`src/hdl/assert_macros.svh`:
```
// Assertion macros shared by the RTL that checks itself.
// No dependencies; the bodies collapse to nothing when SYNTHESIS is defined.
`ifndef ASSERT_MACROS_SVH
`define ASSERT_MACROS_SVH
`ifndef SYNTHESIS
// Same-cycle implication, held off while reset is low.
`define ASSERT_IMPLIES(label, clk, rst_n, pre, post) \
    label: assert property (@(posedge clk) disable iff (!(rst_n)) (pre) |-> (post)) \
        else $error("assertion failed");
// Next-cycle implication, held off while reset is low.
`define ASSERT_NEXT(label, clk, rst_n, pre, post) \
    label: assert property (@(posedge clk) disable iff (!(rst_n)) (pre) |=> (post)) \
        else $error("assertion failed");
`else
`define ASSERT_IMPLIES(label, clk, rst_n, pre, post)
`define ASSERT_NEXT(label, clk, rst_n, pre, post)
`endif
`endif

```
`src/hdl/tre_pkg.sv`:
```
// Shared types and constants of the Targa RLE index encoder.
// No dependencies; imported by every module of the encoder but tre_ram.
package tre_pkg;

    localparam int RAW_BUFFER_DEPTH = 128;
    localparam int RAW_AW           = $clog2(RAW_BUFFER_DEPTH);

    localparam logic [7:0] RAW_LIMIT     = 8'd127;
    localparam logic [7:0] RUN_LIMIT     = 8'd128;
    localparam logic [7:0] REPEAT_BIAS   = 8'd127;
    localparam logic [7:0] SHORT_RUN_MAX = 8'd2;

    localparam int CMDQ_DEPTH = 4;
    localparam int CMDQ_PW    = $clog2(CMDQ_DEPTH);
    localparam int CMDQ_CW    = $clog2(CMDQ_DEPTH + 1);

    // Work for the back end: repeat packet, keep a short run as literals,
    // or keep a short run and then flush all literals (end of image).
    typedef enum logic [1:0] {
        OP_NONE,
        OP_REPEAT,
        OP_KEEP,
        OP_KEEP_FLUSH
    } op_kind_t;

    typedef struct packed {
        op_kind_t   kind;
        logic [7:0] value;
        logic [7:0] len;
    } op_t;

    // Everything one pixel causes: at most two operations, in order.
    typedef struct packed {
        op_t op_a;
        op_t op_b;
    } item_cmd_t;

    // Byte or end-of-item token from the sequencer to the beat packer.
    typedef struct packed {
        logic       fin;
        logic       pend;
        logic [7:0] data;
    } tok_t;

endpackage

```
`src/hdl/tre_ram.sv`:
```
// Generic single-write, single-read RAM with registered read data.
// No dependencies.
module tre_ram #(
    parameter int WIDTH = 8,
    parameter int DEPTH = 128,
    localparam int AW = $clog2(DEPTH)
) (
    input  logic             aclk,
    input  logic             wr_en,
    input  logic [AW-1:0]    wr_addr,
    input  logic [WIDTH-1:0] wr_data,
    input  logic [AW-1:0]    rd_addr,
    output logic [WIDTH-1:0] rd_data
);

    logic [WIDTH-1:0] mem_reg [DEPTH];
    logic [WIDTH-1:0] rd_data_reg;

    always_ff @(posedge aclk) begin
        if (wr_en) begin
            mem_reg[wr_addr] <= wr_data;
        end
        rd_data_reg <= mem_reg[rd_addr];
    end

    assign rd_data = rd_data_reg;

endmodule

```
`src/hdl/tre_fifo.sv`:
```
// Short command queue between the classifier and the packet sequencer.
// Depends on tre_pkg for item_cmd_t and the queue depth.
module tre_fifo import tre_pkg::*; (
    input  logic      aclk,
    input  logic      aresetn,
    input  logic      push,
    input  item_cmd_t din,
    output logic      full,
    input  logic      pop,
    output logic      valid,
    output item_cmd_t dout
);

    item_cmd_t            mem_reg [CMDQ_DEPTH];
    logic [CMDQ_PW-1:0]   wr_ptr_reg, wr_ptr_next;
    logic [CMDQ_PW-1:0]   rd_ptr_reg, rd_ptr_next;
    logic [CMDQ_CW-1:0]   count_reg, count_next;

    always_comb begin
        wr_ptr_next = push ? wr_ptr_reg + CMDQ_PW'(1) : wr_ptr_reg;
        rd_ptr_next = pop ? rd_ptr_reg + CMDQ_PW'(1) : rd_ptr_reg;
        count_next  = count_reg;
        if (push && !pop) begin
            count_next = count_reg + CMDQ_CW'(1);
        end else if (pop && !push) begin
            count_next = count_reg - CMDQ_CW'(1);
        end
    end

    always_ff @(posedge aclk) begin
        if (push) begin
            mem_reg[wr_ptr_reg] <= din;
        end
        if (!aresetn) begin
            wr_ptr_reg <= '0;
            rd_ptr_reg <= '0;
            count_reg  <= '0;
        end else begin
            wr_ptr_reg <= wr_ptr_next;
            rd_ptr_reg <= rd_ptr_next;
            count_reg  <= count_next;
        end
    end

    assign full  = (count_reg == CMDQ_CW'(CMDQ_DEPTH));
    assign valid = (count_reg != '0);
    assign dout  = mem_reg[rd_ptr_reg];

endmodule

```
`src/hdl/tre_front.sv`:
```
// Front end: accepts pixels, tracks the current run and classifies each pixel
// into packet work for the back end. Depends on tre_pkg.
module tre_front import tre_pkg::*; (
    input  logic       aclk,
    input  logic       aresetn,
    input  logic       s_valid,
    output logic       s_ready,
    input  logic [7:0] s_pixel_index,
    input  logic       s_end_of_image,
    input  logic       q_full,
    output logic       q_push,
    output item_cmd_t  q_cmd
);

    localparam op_t OP_IDLE = '{kind: OP_NONE, value: 8'h00, len: 8'h00};

    logic       first_pixel_reg;
    logic [7:0] last_value_reg;
    logic [7:0] run_length_reg;
    logic [7:0] last_value_next, run_length_next;
    logic       first_pixel_next;
    logic [7:0] lv_step, rl_step;
    op_t        op_a, op_b;
    logic       accept;

    assign s_ready = !q_full;
    assign accept  = s_valid && s_ready;

    always_comb begin
        op_a    = OP_IDLE;
        op_b    = OP_IDLE;
        lv_step = last_value_reg;
        rl_step = run_length_reg;
        if (first_pixel_reg) begin
            lv_step = s_pixel_index;
            rl_step = 8'd1;
        end else if (s_pixel_index == last_value_reg) begin
            if (run_length_reg != RUN_LIMIT) begin
                rl_step = run_length_reg + 8'd1;
            end else begin
                // run is full: close it as a repeat packet, open a new one
                op_a    = '{kind: OP_REPEAT, value: last_value_reg, len: run_length_reg};
                rl_step = 8'd1;
            end
        end else begin
            op_a.kind  = (run_length_reg > SHORT_RUN_MAX) ? OP_REPEAT : OP_KEEP;
            op_a.value = last_value_reg;
            op_a.len   = run_length_reg;
            lv_step    = s_pixel_index;
            rl_step    = 8'd1;
        end

        last_value_next  = lv_step;
        run_length_next  = rl_step;
        first_pixel_next = 1'b0;
        if (s_end_of_image) begin
            op_b.kind        = (rl_step > SHORT_RUN_MAX) ? OP_REPEAT : OP_KEEP_FLUSH;
            op_b.value       = lv_step;
            op_b.len         = rl_step;
            last_value_next  = 8'h00;
            run_length_next  = 8'h00;
            first_pixel_next = 1'b1;
        end

        // keep the first slot occupied whenever there is any work
        if (op_a.kind == OP_NONE) begin
            q_cmd.op_a = op_b;
            q_cmd.op_b = OP_IDLE;
        end else begin
            q_cmd.op_a = op_a;
            q_cmd.op_b = op_b;
        end
        q_push = accept && (q_cmd.op_a.kind != OP_NONE);
    end

    always_ff @(posedge aclk) begin
        if (!aresetn) begin
            last_value_reg  <= 8'h00;
            run_length_reg  <= 8'h00;
            first_pixel_reg <= 1'b1;
        end else if (accept) begin
            last_value_reg  <= last_value_next;
            run_length_reg  <= run_length_next;
            first_pixel_reg <= first_pixel_next;
        end
    end

endmodule

```
`src/hdl/tre_pack.sv`:
```
// Beat packer: gathers packet bytes into beats of BEAT_BYTES and drives the
// registered result channel. Depends on tre_pkg for tok_t.
module tre_pack import tre_pkg::*; #(
    parameter int BEAT_BYTES = 8
) (
    input  logic        aclk,
    input  logic        aresetn,
    input  logic        tok_valid,
    input  tok_t        tok,
    output logic        tok_ready,
    output logic        m_valid,
    input  logic        m_ready,
    output logic [63:0] m_beat_data,
    output logic [3:0]  m_beat_bytes,
    output logic        m_packet_end,
    output logic        m_last_beat
);

    localparam int SLOT_W = $clog2(BEAT_BYTES);
    localparam int CNT_W  = $clog2(BEAT_BYTES + 1);

    logic [7:0]        acc_reg [BEAT_BYTES];
    logic [7:0]        acc_next [BEAT_BYTES];
    logic [CNT_W-1:0]  cnt_reg, cnt_next;
    logic              pend_reg, pend_next;
    logic              m_valid_reg, m_valid_next;
    logic [63:0]       m_data_reg, m_data_next;
    logic [3:0]        m_bytes_reg, m_bytes_next;
    logic              m_pend_reg, m_pend_next;
    logic              m_last_reg, m_last_next;

    logic              out_free, acc_full, acc_empty, need_emit, accept, emit;
    logic [SLOT_W-1:0] slot;
    logic [63:0]       beat_word;

    always_comb begin
        out_free  = !m_valid_reg || m_ready;
        acc_full  = (cnt_reg == CNT_W'(BEAT_BYTES));
        acc_empty = (cnt_reg == '0);
        // a full beat leaves only once the next byte or the end-of-item token shows whether it is the last
        need_emit = tok.fin ? !acc_empty : acc_full;
        tok_ready = need_emit ? out_free : 1'b1;
        accept    = tok_valid && tok_ready;
        emit      = accept && need_emit;
        slot      = acc_full ? '0 : cnt_reg[SLOT_W-1:0];

        beat_word = '0;
        for (int i = 0; i < BEAT_BYTES; i++) begin
            if (CNT_W'(i) < cnt_reg) begin
                beat_word[8*i +: 8] = acc_reg[i];
            end
        end

        for (int i = 0; i < BEAT_BYTES; i++) begin
            acc_next[i] = acc_reg[i];
            if (accept && !tok.fin && (SLOT_W'(i) == slot)) begin
                acc_next[i] = tok.data;
            end
        end

        cnt_next  = cnt_reg;
        pend_next = pend_reg;
        if (accept) begin
            if (tok.fin) begin
                cnt_next  = '0;
                pend_next = 1'b0;
            end else if (acc_full) begin
                cnt_next  = CNT_W'(1);
                pend_next = tok.pend;
            end else begin
                cnt_next  = cnt_reg + CNT_W'(1);
                pend_next = pend_reg || tok.pend;
            end
        end

        m_valid_next = m_valid_reg && !m_ready;
        m_data_next  = m_data_reg;
        m_bytes_next = m_bytes_reg;
        m_pend_next  = m_pend_reg;
        m_last_next  = m_last_reg;
        if (emit) begin
            m_valid_next = 1'b1;
            m_data_next  = beat_word;
            m_bytes_next = 4'(cnt_reg);
            m_pend_next  = pend_reg;
            m_last_next  = tok.fin;
        end
    end

    always_ff @(posedge aclk) begin
        acc_reg     <= acc_next;
        m_data_reg  <= m_data_next;
        m_bytes_reg <= m_bytes_next;
        m_pend_reg  <= m_pend_next;
        m_last_reg  <= m_last_next;
        if (!aresetn) begin
            cnt_reg     <= '0;
            pend_reg    <= 1'b0;
            m_valid_reg <= 1'b0;
        end else begin
            cnt_reg     <= cnt_next;
            pend_reg    <= pend_next;
            m_valid_reg <= m_valid_next;
        end
    end

    assign m_valid      = m_valid_reg;
    assign m_beat_data  = m_data_reg;
    assign m_beat_bytes = m_bytes_reg;
    assign m_packet_end = m_pend_reg;
    assign m_last_beat  = m_last_reg;

endmodule

```
`src/hdl/tre_back.sv`:
```
// Back end: runs the queued packet work, owns the literal buffer RAM and
// streams packet bytes to the beat packer. Depends on tre_pkg and tre_ram.
module tre_back import tre_pkg::*; (
    input  logic      aclk,
    input  logic      aresetn,
    input  logic      q_valid,
    input  item_cmd_t q_cmd,
    output logic      q_pop,
    output logic      tok_valid,
    output tok_t      tok,
    input  logic      tok_ready
);

    typedef enum logic [2:0] {
        S_IDLE,
        S_OP_B,
        S_FL_HDR,
        S_FL_DATA,
        S_REP_HDR,
        S_REP_VAL,
        S_APPEND,
        S_FIN
    } state_t;

    // where to go once a literal flush is out
    typedef enum logic [1:0] {
        AFT_REPEAT,
        AFT_APPEND,
        AFT_DONE
    } aft_t;

    state_t              state_reg, state_next;
    aft_t                after_reg, after_next;
    op_t                 op_reg, op_next;
    op_t                 op_b_reg, op_b_next;
    logic                phase_b_reg, phase_b_next;
    logic [RAW_AW-1:0]   raw_count_reg, raw_count_next;
    logic [RAW_AW-1:0]   idx_reg, idx_next;
    logic [1:0]          app_left_reg, app_left_next;
    logic                have_bytes_reg, have_bytes_next;

    logic                b_pending, last_lit;
    logic                ram_wr_en;
    logic [RAW_AW-1:0]   ram_rd_addr;
    logic [7:0]          ram_rd_data;

    function automatic state_t entry_state(input op_t op, input logic [RAW_AW-1:0] rc);
        logic [7:0] fill;
        fill = {1'b0, rc} + op.len;
        unique case (op.kind)
            OP_REPEAT:               return (rc != '0) ? S_FL_HDR : S_REP_HDR;
            OP_KEEP, OP_KEEP_FLUSH:  return (fill > RAW_LIMIT) ? S_FL_HDR : S_APPEND;
            default:                 return S_IDLE;
        endcase
    endfunction

    function automatic aft_t entry_after(input op_t op);
        return (op.kind == OP_REPEAT) ? AFT_REPEAT : AFT_APPEND;
    endfunction

    tre_ram #(
        .WIDTH (8),
        .DEPTH (RAW_BUFFER_DEPTH)
    ) u_raw_buf (
        .aclk    (aclk),
        .wr_en   (ram_wr_en),
        .wr_addr (raw_count_reg),
        .wr_data (op_reg.value),
        .rd_addr (ram_rd_addr),
        .rd_data (ram_rd_data)
    );

    always_comb begin
        state_next      = state_reg;
        after_next      = after_reg;
        op_next         = op_reg;
        op_b_next       = op_b_reg;
        phase_b_next    = phase_b_reg;
        raw_count_next  = raw_count_reg;
        idx_next        = idx_reg;
        app_left_next   = app_left_reg;
        have_bytes_next = have_bytes_reg;
        q_pop           = 1'b0;
        tok_valid       = 1'b0;
        tok             = '{fin: 1'b0, pend: 1'b0, data: 8'h00};
        ram_wr_en       = 1'b0;
        ram_rd_addr     = '0;
        b_pending       = !phase_b_reg && (op_b_reg.kind != OP_NONE);
        last_lit        = (idx_reg == raw_count_reg - RAW_AW'(1));

        unique case (state_reg)
            S_IDLE: begin
                if (q_valid) begin
                    q_pop           = 1'b1;
                    op_next         = q_cmd.op_a;
                    op_b_next       = q_cmd.op_b;
                    phase_b_next    = 1'b0;
                    have_bytes_next = 1'b0;
                    state_next      = entry_state(q_cmd.op_a, raw_count_reg);
                    after_next      = entry_after(q_cmd.op_a);
                    app_left_next   = q_cmd.op_a.len[1:0];
                end
            end
            S_OP_B: begin
                op_next       = op_b_reg;
                phase_b_next  = 1'b1;
                state_next    = entry_state(op_b_reg, raw_count_reg);
                after_next    = entry_after(op_b_reg);
                app_left_next = op_b_reg.len[1:0];
            end
            S_FL_HDR: begin
                tok_valid = 1'b1;
                tok.data  = {1'b0, raw_count_reg - RAW_AW'(1)};
                if (tok_ready) begin
                    idx_next        = '0;
                    have_bytes_next = 1'b1;
                    state_next      = S_FL_DATA;
                end
            end
            S_FL_DATA: begin
                tok_valid   = 1'b1;
                tok.data    = ram_rd_data;
                tok.pend    = last_lit;
                // advance the read address only when the current literal leaves
                ram_rd_addr = tok_ready ? idx_reg + RAW_AW'(1) : idx_reg;
                if (tok_ready) begin
                    idx_next = idx_reg + RAW_AW'(1);
                    if (last_lit) begin
                        raw_count_next = '0;
                        unique case (after_reg)
                            AFT_REPEAT: state_next = S_REP_HDR;
                            AFT_APPEND: state_next = S_APPEND;
                            default:    state_next = b_pending ? S_OP_B : S_FIN;
                        endcase
                    end
                end
            end
            S_REP_HDR: begin
                tok_valid = 1'b1;
                tok.data  = op_reg.len + REPEAT_BIAS;
                if (tok_ready) begin
                    have_bytes_next = 1'b1;
                    state_next      = S_REP_VAL;
                end
            end
            S_REP_VAL: begin
                tok_valid = 1'b1;
                tok.data  = op_reg.value;
                tok.pend  = 1'b1;
                if (tok_ready) begin
                    state_next = b_pending ? S_OP_B : S_FIN;
                end
            end
            S_APPEND: begin
                ram_wr_en      = 1'b1;
                raw_count_next = raw_count_reg + RAW_AW'(1);
                app_left_next  = app_left_reg - 2'd1;
                if (app_left_reg == 2'd1) begin
                    if (op_reg.kind == OP_KEEP_FLUSH) begin
                        after_next = AFT_DONE;
                        state_next = S_FL_HDR;
                    end else if (b_pending) begin
                        state_next = S_OP_B;
                    end else begin
                        state_next = have_bytes_reg ? S_FIN : S_IDLE;
                    end
                end
            end
            S_FIN: begin
                tok_valid = 1'b1;
                tok.fin   = 1'b1;
                if (tok_ready) begin
                    have_bytes_next = 1'b0;
                    state_next      = S_IDLE;
                end
            end
        endcase
    end

    always_ff @(posedge aclk) begin
        op_reg       <= op_next;
        op_b_reg     <= op_b_next;
        idx_reg      <= idx_next;
        app_left_reg <= app_left_next;
        after_reg    <= after_next;
        if (!aresetn) begin
            state_reg      <= S_IDLE;
            phase_b_reg    <= 1'b0;
            raw_count_reg  <= '0;
            have_bytes_reg <= 1'b0;
        end else begin
            state_reg      <= state_next;
            phase_b_reg    <= phase_b_next;
            raw_count_reg  <= raw_count_next;
            have_bytes_reg <= have_bytes_next;
        end
    end

endmodule

```
`src/hdl/tga_rle_index_encoder_top.sv`:
```
// Top level of the Targa type-9 RLE encoder for 8-bit color-map indices.
// Depends on tre_pkg, tre_front, tre_fifo, tre_back, tre_pack, assert_macros.svh.
//
//  channel  | handshake         | payload
//  ---------+-------------------+---------------------------------------------
//  s_ (in)  | s_valid / s_ready | s_pixel_index[7:0], s_end_of_image
//  m_ (out) | m_valid / m_ready | m_beat_data[63:0], m_beat_bytes[3:0],
//           |                   | m_packet_end, m_last_beat
//
// Cycles: the front takes one pixel per cycle while the command queue has room;
//   a pixel that only lengthens a run costs nothing further. In the back, a
//   short run is dispatched, then written to the buffer one literal at a time; a
//   repeat packet sends a header and a value, and a raw flush a header and then
//   one literal per cycle while the packer accepts, through the single read port of the literal buffer.
// Reset: aresetn is synchronous, active low; the literal buffer is not cleared.
// Stalls: m_ready low first fills the output beat register, then the packer,
//   then the sequencer, then the four-entry queue, and only then drops s_ready.
`include "assert_macros.svh"

module tga_rle_index_encoder_top import tre_pkg::*; #(
    parameter int BEAT_BYTES = 8
) (
    input  logic        aclk,
    input  logic        aresetn,
    // pixel input
    input  logic        s_valid,
    output logic        s_ready,
    input  logic [7:0]  s_pixel_index,
    input  logic        s_end_of_image,
    // packet beats
    output logic        m_valid,
    input  logic        m_ready,
    output logic [63:0] m_beat_data,
    output logic [3:0]  m_beat_bytes,
    output logic        m_packet_end,
    output logic        m_last_beat
);

    // front -> queue
    logic      q_push;
    logic      q_full;
    item_cmd_t q_din;

    // queue -> back
    logic      q_valid;
    logic      q_pop;
    item_cmd_t q_dout;

    // back -> packer byte stream
    logic      tok_valid;
    logic      tok_ready;
    tok_t      tok;

    // Classify each pixel against the current run; push work only when a
    // packet or a literal append is due.
    tre_front u_front (
        .aclk           (aclk),
        .aresetn        (aresetn),
        .s_valid        (s_valid),
        .s_ready        (s_ready),
        .s_pixel_index  (s_pixel_index),
        .s_end_of_image (s_end_of_image),
        .q_full         (q_full),
        .q_push         (q_push),
        .q_cmd          (q_din)
    );

    // Hold pending work so the front keeps taking pixels during long flushes.
    tre_fifo u_cmdq (
        .aclk    (aclk),
        .aresetn (aresetn),
        .push    (q_push),
        .din     (q_din),
        .full    (q_full),
        .pop     (q_pop),
        .valid   (q_valid),
        .dout    (q_dout)
    );

    // Sequence raw and repeat packets byte by byte; owns the literal buffer.
    tre_back u_back (
        .aclk      (aclk),
        .aresetn   (aresetn),
        .q_valid   (q_valid),
        .q_cmd     (q_dout),
        .q_pop     (q_pop),
        .tok_valid (tok_valid),
        .tok       (tok),
        .tok_ready (tok_ready)
    );

    // Gather bytes into beats; a full beat waits for the next byte or the
    // end-of-item token so the last beat of an item is flagged correctly.
    tre_pack #(
        .BEAT_BYTES (BEAT_BYTES)
    ) u_pack (
        .aclk         (aclk),
        .aresetn      (aresetn),
        .tok_valid    (tok_valid),
        .tok          (tok),
        .tok_ready    (tok_ready),
        .m_valid      (m_valid),
        .m_ready      (m_ready),
        .m_beat_data  (m_beat_data),
        .m_beat_bytes (m_beat_bytes),
        .m_packet_end (m_packet_end),
        .m_last_beat  (m_last_beat)
    );

    // The front never pushes into a full queue.
    `ASSERT_IMPLIES(a_push_room, aclk, aresetn, q_push, !q_full)
    // A pushed command is visible to the back on the next cycle.
    `ASSERT_NEXT(a_push_seen, aclk, aresetn, q_push, q_valid)
    // Only the final beat of an item may be short.
    `ASSERT_IMPLIES(a_full_beats, aclk, aresetn, m_valid && !m_last_beat, m_beat_bytes == 4'(BEAT_BYTES))
    // Every beat carries at least one and at most BEAT_BYTES bytes.
    `ASSERT_IMPLIES(a_beat_size, aclk, aresetn, m_valid, (m_beat_bytes != 4'd0) && (m_beat_bytes <= 4'(BEAT_BYTES)))

endmodule
```
`config.mk`:
```
export PLATFORM = sky130hd
export DESIGN_NAME = tga_rle_index_encoder_top
export DESIGN_NICKNAME = d
export VERILOG_FILES = /design/src/hdl/tre_pkg.sv /design/src/hdl/tre_ram.sv /design/src/hdl/tre_fifo.sv /design/src/hdl/tre_front.sv /design/src/hdl/tre_pack.sv /design/src/hdl/tre_back.sv /design/src/hdl/tga_rle_index_encoder_top.sv
export VERILOG_INCLUDE_DIRS = /design/src /design/src/hdl
export SDC_FILE = /design/constraint.sdc
export NUM_CORES = 2
export LEC_CHECK = 0
export ABC_AREA = 0
export BUFFER_PORTS_ARGS = -buffer_cell sky130_fd_sc_hd__buf_2
export CORE_MARGIN = 1.5
export CORE_UTILIZATION = 25
export CTS_CLUSTER_DIAMETER = 100
export DETAILED_ROUTE_END_ITERATION = 7
export PLACE_DENSITY = 0.39
export SLEW_MARGIN = 15
export SYNTH_ARGS = -nofsm -noshare
export SYNTH_HDL_FRONTEND = slang
export SYNTH_SLANG_ARGS = --single-unit
```
`constraint.sdc`:
```
create_clock -name aclk -period 5.9 [get_ports aclk]
set_input_delay 0.295 -clock aclk [delete_from_list [all_inputs] [get_ports aclk]]
set_output_delay 0.295 -clock aclk [all_outputs]
set_load 0.005 [all_outputs]
```
---- Word level (Yosys, flattened, before mapping) ----
Memory sizes are Yosys's and may differ from the RTL's. A register that Yosys moved wholly into a read port is not among the register bits.
Cells that the tools add are included.
word-level totals
  register bits ........................... 223
  memories ................................ 2
  RAM bits ................................ 1168
  word-level logic and storage cells ...... 239
  output and inout port bits .............. 72
operators by class
  equality and inequality tests ........... 38
  magnitude comparators ................... 12
  muxes and demuxes ....................... 79
  add/sub/neg operators ................... 13
  reduce and logical (&&, ||, !) cells .... 54
memories
  name                      depth  bits a word  rd ports  clocked after Yosys merged registers in  write ports  line            source
  u_back.u_raw_buf.mem_reg  128    8            1         1                                        1            tre_ram.sv:16   logic [WIDTH-1:0] mem_reg [DEPTH];
  u_cmdq.mem_reg            4      36           1         1                                        1            tre_fifo.sv:14  item_cmd_t mem_reg [CMDQ_DEPTH];
operator list
  operator             number
  $mux 18              4
  $mux 8               7
  $mux 3               18
  $mux 36              1
  $pmux 18 s2          1
  $mux 7               5
  $pmux 8 s4           1
  $pmux 7 s2           2
  $pmux 3 s8           1
  $mux 1               20
  $pmux 3 s2           3
  $logic_and 1x1->1    17
  $mux 17              1
  $add 7x8->8          2
  $gt 8x2->1 const B   2
  $gt 8x7->1 const B   2
  $lt 3x4->1 const A   4
  $mux 2               8
  $eq 3x3->1 const B   5
  $add 7x1->7 const B  2
  $eq 3x3->1 const A   4
  $ne 2x2->1 const B   6
  $pmux 2 s3           2
  $reduce_bool 2->1    6
  other kinds (37)     72

---- Longest topological paths before layout ----
  word-level depth ........................ 14
  mapped depth ............................ 16
  depth with buffers taken out ............ 13

---- By module ----
A second synthesis with hierarchy kept.
unflattened totals
  cell total of the unflattened synthesis .. 2719
  area, all modules ....................... 55548.3 µm²
by module, submodules not included
  module     area each (µm²)  seq. area each (µm²)  cells each  instances
  tre_ram    39665.5          30909.6               1635        1
  tre_fifo   5695.5           4504.3                231         1
  tre_pack   4976.0           4144.0                264         1
  tre_back   3641.0           1651.6                374         1
  tre_front  1570.3           340.3                 215         1

---- Worst setup path after synthesis ----
OpenSTA, ideal clock, no wires.
  kind .................................... register to register
  start point ............................. register u_pack.cnt_reg[0]
  end point ............................... register u_pack.m_bytes_reg[0], in the netlist u_pack.m_beat_bytes[0], enable pin
  path slack .............................. 1.009 ns
  cell stages (with the launch flop) ...... 9
  buffers on the path ..................... 1
  data arrival time ....................... 4.391 ns
  required time ........................... 5.400 ns
  cell sequence ........................... dfxtp_1 -> inv_1 -> ha_1 -> nand3b_1 -> o21ai_4 -> nand2_2 -> nand2_1 -> clkbuf_1 -> nor2_1
on the way
  cells in the longest elaborated chain, start to end .. 6
RTL lines
  item                      line             source
  start: declaration        tre_pack.sv:24   logic [CNT_W-1:0] cnt_reg, cnt_next;
  start signal: assignment  tre_pack.sv:101  cnt_reg <= cnt_next;
  $logic_not 4->1           tre_pack.sv:39   acc_empty = (cnt_reg == '0);
  $logic_not 1->1           tre_pack.sv:41   need_emit = tok.fin ? !acc_empty : acc_full;
  $mux 1 *                  tre_pack.sv:41
  $mux 1                    tre_pack.sv:42   tok_ready = need_emit ? out_free : 1'b1;
  $logic_and 1x1->1         tre_pack.sv:43   accept = tok_valid && tok_ready;
  $logic_and 1x1->1 *       tre_pack.sv:44   emit = accept && need_emit;
  via u_pack.emit           tre_pack.sv:32   logic out_free, acc_full, acc_empty, need_emit, accept, emit;
  end signal: assignment    tre_pack.sv:93   m_bytes_reg <= m_bytes_next;
  end: declaration          tre_pack.sv:28   logic [3:0] m_bytes_reg, m_bytes_next;
The timed path passes the listed nets; every way through them passes the cells marked *.
A chain may end at the register's enable or synchronous reset.

---- Final worst setup path ----
  start point ............................. register u_back.state_reg[1]
  end point ............................... register u_back.u_raw_buf.rd_data_reg[0], in the netlist u_back.u_raw_buf.rd_data[0] (read register of u_back.u_raw_buf.mem_reg)
on the way
  cells in the longest elaborated chain, start to end .. 6
RTL lines
  item                      line             source
  start: declaration        tre_back.sv:32   state_t state_reg, state_next;
  start signal: assignment  tre_back.sv:192  state_reg <= state_next;
  $eq 3x3->1                tre_back.sv:91   unique case (state_reg)
  $mux 1                    tre_back.sv:91
  $mux 1                    tre_pack.sv:41
  $mux 1                    tre_pack.sv:42
  $mux 7                    --
  $mux 7 *                  tre_back.sv:91
  end: declaration          tre_ram.sv:17    logic [WIDTH-1:0] rd_data_reg;
Mark *: on every way between the ends. The rest lies on a longest branch, timed or not.

==> reports/results.ini <==
[status]
status=completed

[detailed_routing]
drt_iter0_markers=2906
dr.pass1.iters=5
drtAntennaViolNets=0
drt-total-wl_mm=175
vias=34506
drc=0
wl_per_cell_um=23.6
viasPerCell=4.65

[timing]
rsz0062_at_grt=no
tns_ns=0
worst_slew_pin_slew_ns=1.24
finClkSkew_ns=0.0291
finalSetupViolCount=0
maxSlewHeadroom_pct=17.6
report.final.slew_viol_count=0
fin_crit_ns=4.77
max_freq_mhz=210
finalCritPeriodShare_pct=80.8
final_hold_viol_count=0

[clock_tree]
clkSinkCount=1401
cts_root_buffer=clkbuf_16
clock_latency_ns=0.81
numCtsBuffers=160
htree_levels=4
clk_pin_slew_ns=0.06
post_cts_buffers=0
cts_tree=yes
cts_max_path_buffers=3

[logic_synthesis]
synthDominantCellAreaShare_pct=71.7
synth_area_um2=56500
yosys.cell_count.top_type=edfxtp_1
synth_area_leaders=edfxtp_1 72%, nand2_1 5.8%, dfxtp_1 1.8%, a211oi_1 1.7%, and3_1 1.7%
yosysWarnings=0
yosys.cell_types.count=73
ys.flop_type=edfxtp_1
synth_cells=4161
synth_edf_count=1349
synthArstFlopShare_pct=0
synthTopCellsByCount=1349 x edfxtp_1, 874 x nand2_1, 216 x nor2_1
ys_ff_latch=1401
yosysSeqAreaShare_pct=73.5
synth_largest_area_cell=edfxtp_1
avgSynthCellArea_um2=13.6

[floorplanning]
die_area_um2=229000
io_pins=85
fp.coreArea_um2=225000
start_util_pct=25.2
die_height_um=478
std_cell_rows=174
die_x_um=478

[cells_and_area]
finalCoreUtilization_pct=29.3
fill_cells=22835
largest_reg_flops=1024
stdcell_count=7416
nNetsFinal=4333
drive_above_1_share_pct=11.0
syn_to_final_growth_pct=16.5
multi_input_area_um2=13900
seqCellArea_um2=41600

[setup_path]
rr_startpoint=u_back.state_reg[1]
reg2reg_to=u_back.u_raw_buf.rd_data[0]
critPathKind=reg2reg
cp_slowest_cell=nor4_1
cp.required_ns=6.62
cp_num_cells=13
reg2reg_depth=13
cp_top_family=simple AND/OR/NAND/NOR gates
critPathMaxFanout=72
critPathLaunchType=register
path_cells=nand2b_1 > nor2_1 > buf_4 > nand4_1 > and2_4 > inv_8 > buf_4 > a211oi_1 > a31oi_1 > o22ai_1 > nor4_1 > nor2_1 > nor4_1
crit_start=u_back.state_reg[1]
cp.arrival_ns=5.49
critPathCaptureType=register
crit_path_end=u_back.u_raw_buf.rd_data[0]
slowest_delay_ns=0.80
rrSetupSlack_ns=1.13
path_buf_inv=3

[global_routing]
grt.total_usage_pct=15.1
antenna_found_initial=7
overflow=0
grt_pass1_wl_mm=255
grt_pass1_vias=34833
grt_max_degree=141

[flow_run]
drv_cap=0

[place]
dpl.hpwl_mm=102
dpl.cell_count=7110
port_buffers=84
place.gp.congestion=0.782

[pwr]
power_mw=26.7
vdd_drop_max_v=0.000311
power_density_nw_per_um2=406
leakage_nw=21.9

[worst_hold_path]
hold_class=in2reg

==> through the flow <==
stage          worst slack [ns]  hold slack [ns]  instance area (um^2)
5_1_grt                   0.785            0.104                 65800
4_1_cts                    1.08           0.0233                 65800
3_5_place_dp               1.12            0.426                 60700
3_3_place_gp               1.07            0.439                 60700
2_1_floorplan              1.01            0.402                 56600
6_report                   1.13           0.0867                 65800
==> how the worst min path moves through the flow <==
stage                     from                      end  slack, ns  cells past startpoint
2_1_floorplan  u_pack.pend_reg      u_pack.m_packet_end       0.40                      0
3_3_place_gp   u_pack.pend_reg      u_pack.m_packet_end       0.44                      0
3_5_place_dp   u_pack.pend_reg      u_pack.m_packet_end       0.43                      0
4_1_cts                s_valid  u_front.first_pixel_reg       0.02                      4
5_1_grt                s_valid  u_front.first_pixel_reg       0.10                      4
6_report               s_valid  u_front.first_pixel_reg       0.09                      4
==> placed cells by master (no fill, tap or decap), types with 43 or more instances in the layout <==
cell / count
a211oi_1: 130
nand2_1: 874
clkbuf_1: 43
clkbuf_16: 164
nor2_1: 213
buf_2: 84
nand3_1: 163
dfxtp_1: 50
a21oi_1: 167
buf_4: 95
a31oi_1: 107
nor2b_1: 85
o22ai_1: 74
o21ai_0: 65
edfxtp_1: 1349
and3_1: 151
==> what timing repair did <==
| action | in CTS | in global routing |
|---|---|---|
| hold buffers | 9 | 0 |
| endpoints found under the hold margin | 49 | 0 |
| resized for setup | 0 | 0 |
==> final cells by class <==
type / count / share of cell area [%]
flip-flops and latches: 1401 / 63.1
diodes: 5 / 0.0190
well taps: 2992 / 5.69
repair buffers: 202 / 2.29
clock buffers: 214 / 6.63
multi-input cells: 2495 / 21.1
clock inverters: 78 / 0.928
inverters: 29 / 0.188
==> power by group <==
part | switching, mW | internal [mW] | total [mW]
combinational | 3.25 | 0.979 | 4.23
clock | 4.14 | 5.46 | 9.60
sequential | 0.354 | 12.6 | 12.9
total | 7.74 | 19.0 | 26.7
==> worst min-delay path: stages <==
cell      delay [ns]
buf_2           0.08
nand2_1         0.04
buf_4           0.24
o211ai_1        0.19
==> kinds of logic after synthesis <==
family	Yosys count	synth area share (%)
muxes	59	1.84
adders and majority gates	31	0.700
and+or+nand+nor	1634	12.9
xor gates and xnor gates	48	0.790
AOI/OAI and AO/OA	695	7.97
other	1	0.00664
buffers and inverters	292	2.23
DFF	1401	73.5
==> layer usage <==
metal,track usage (%),share of wire [%],up-vias
met4,3.80,1.9,0
met2,24.9,49,755
met3,2.01,3.7,213
li1,-,-,15838
met1,20.7,46,17700
met5,0,0,-
Power figures use the tool's default switching activity.
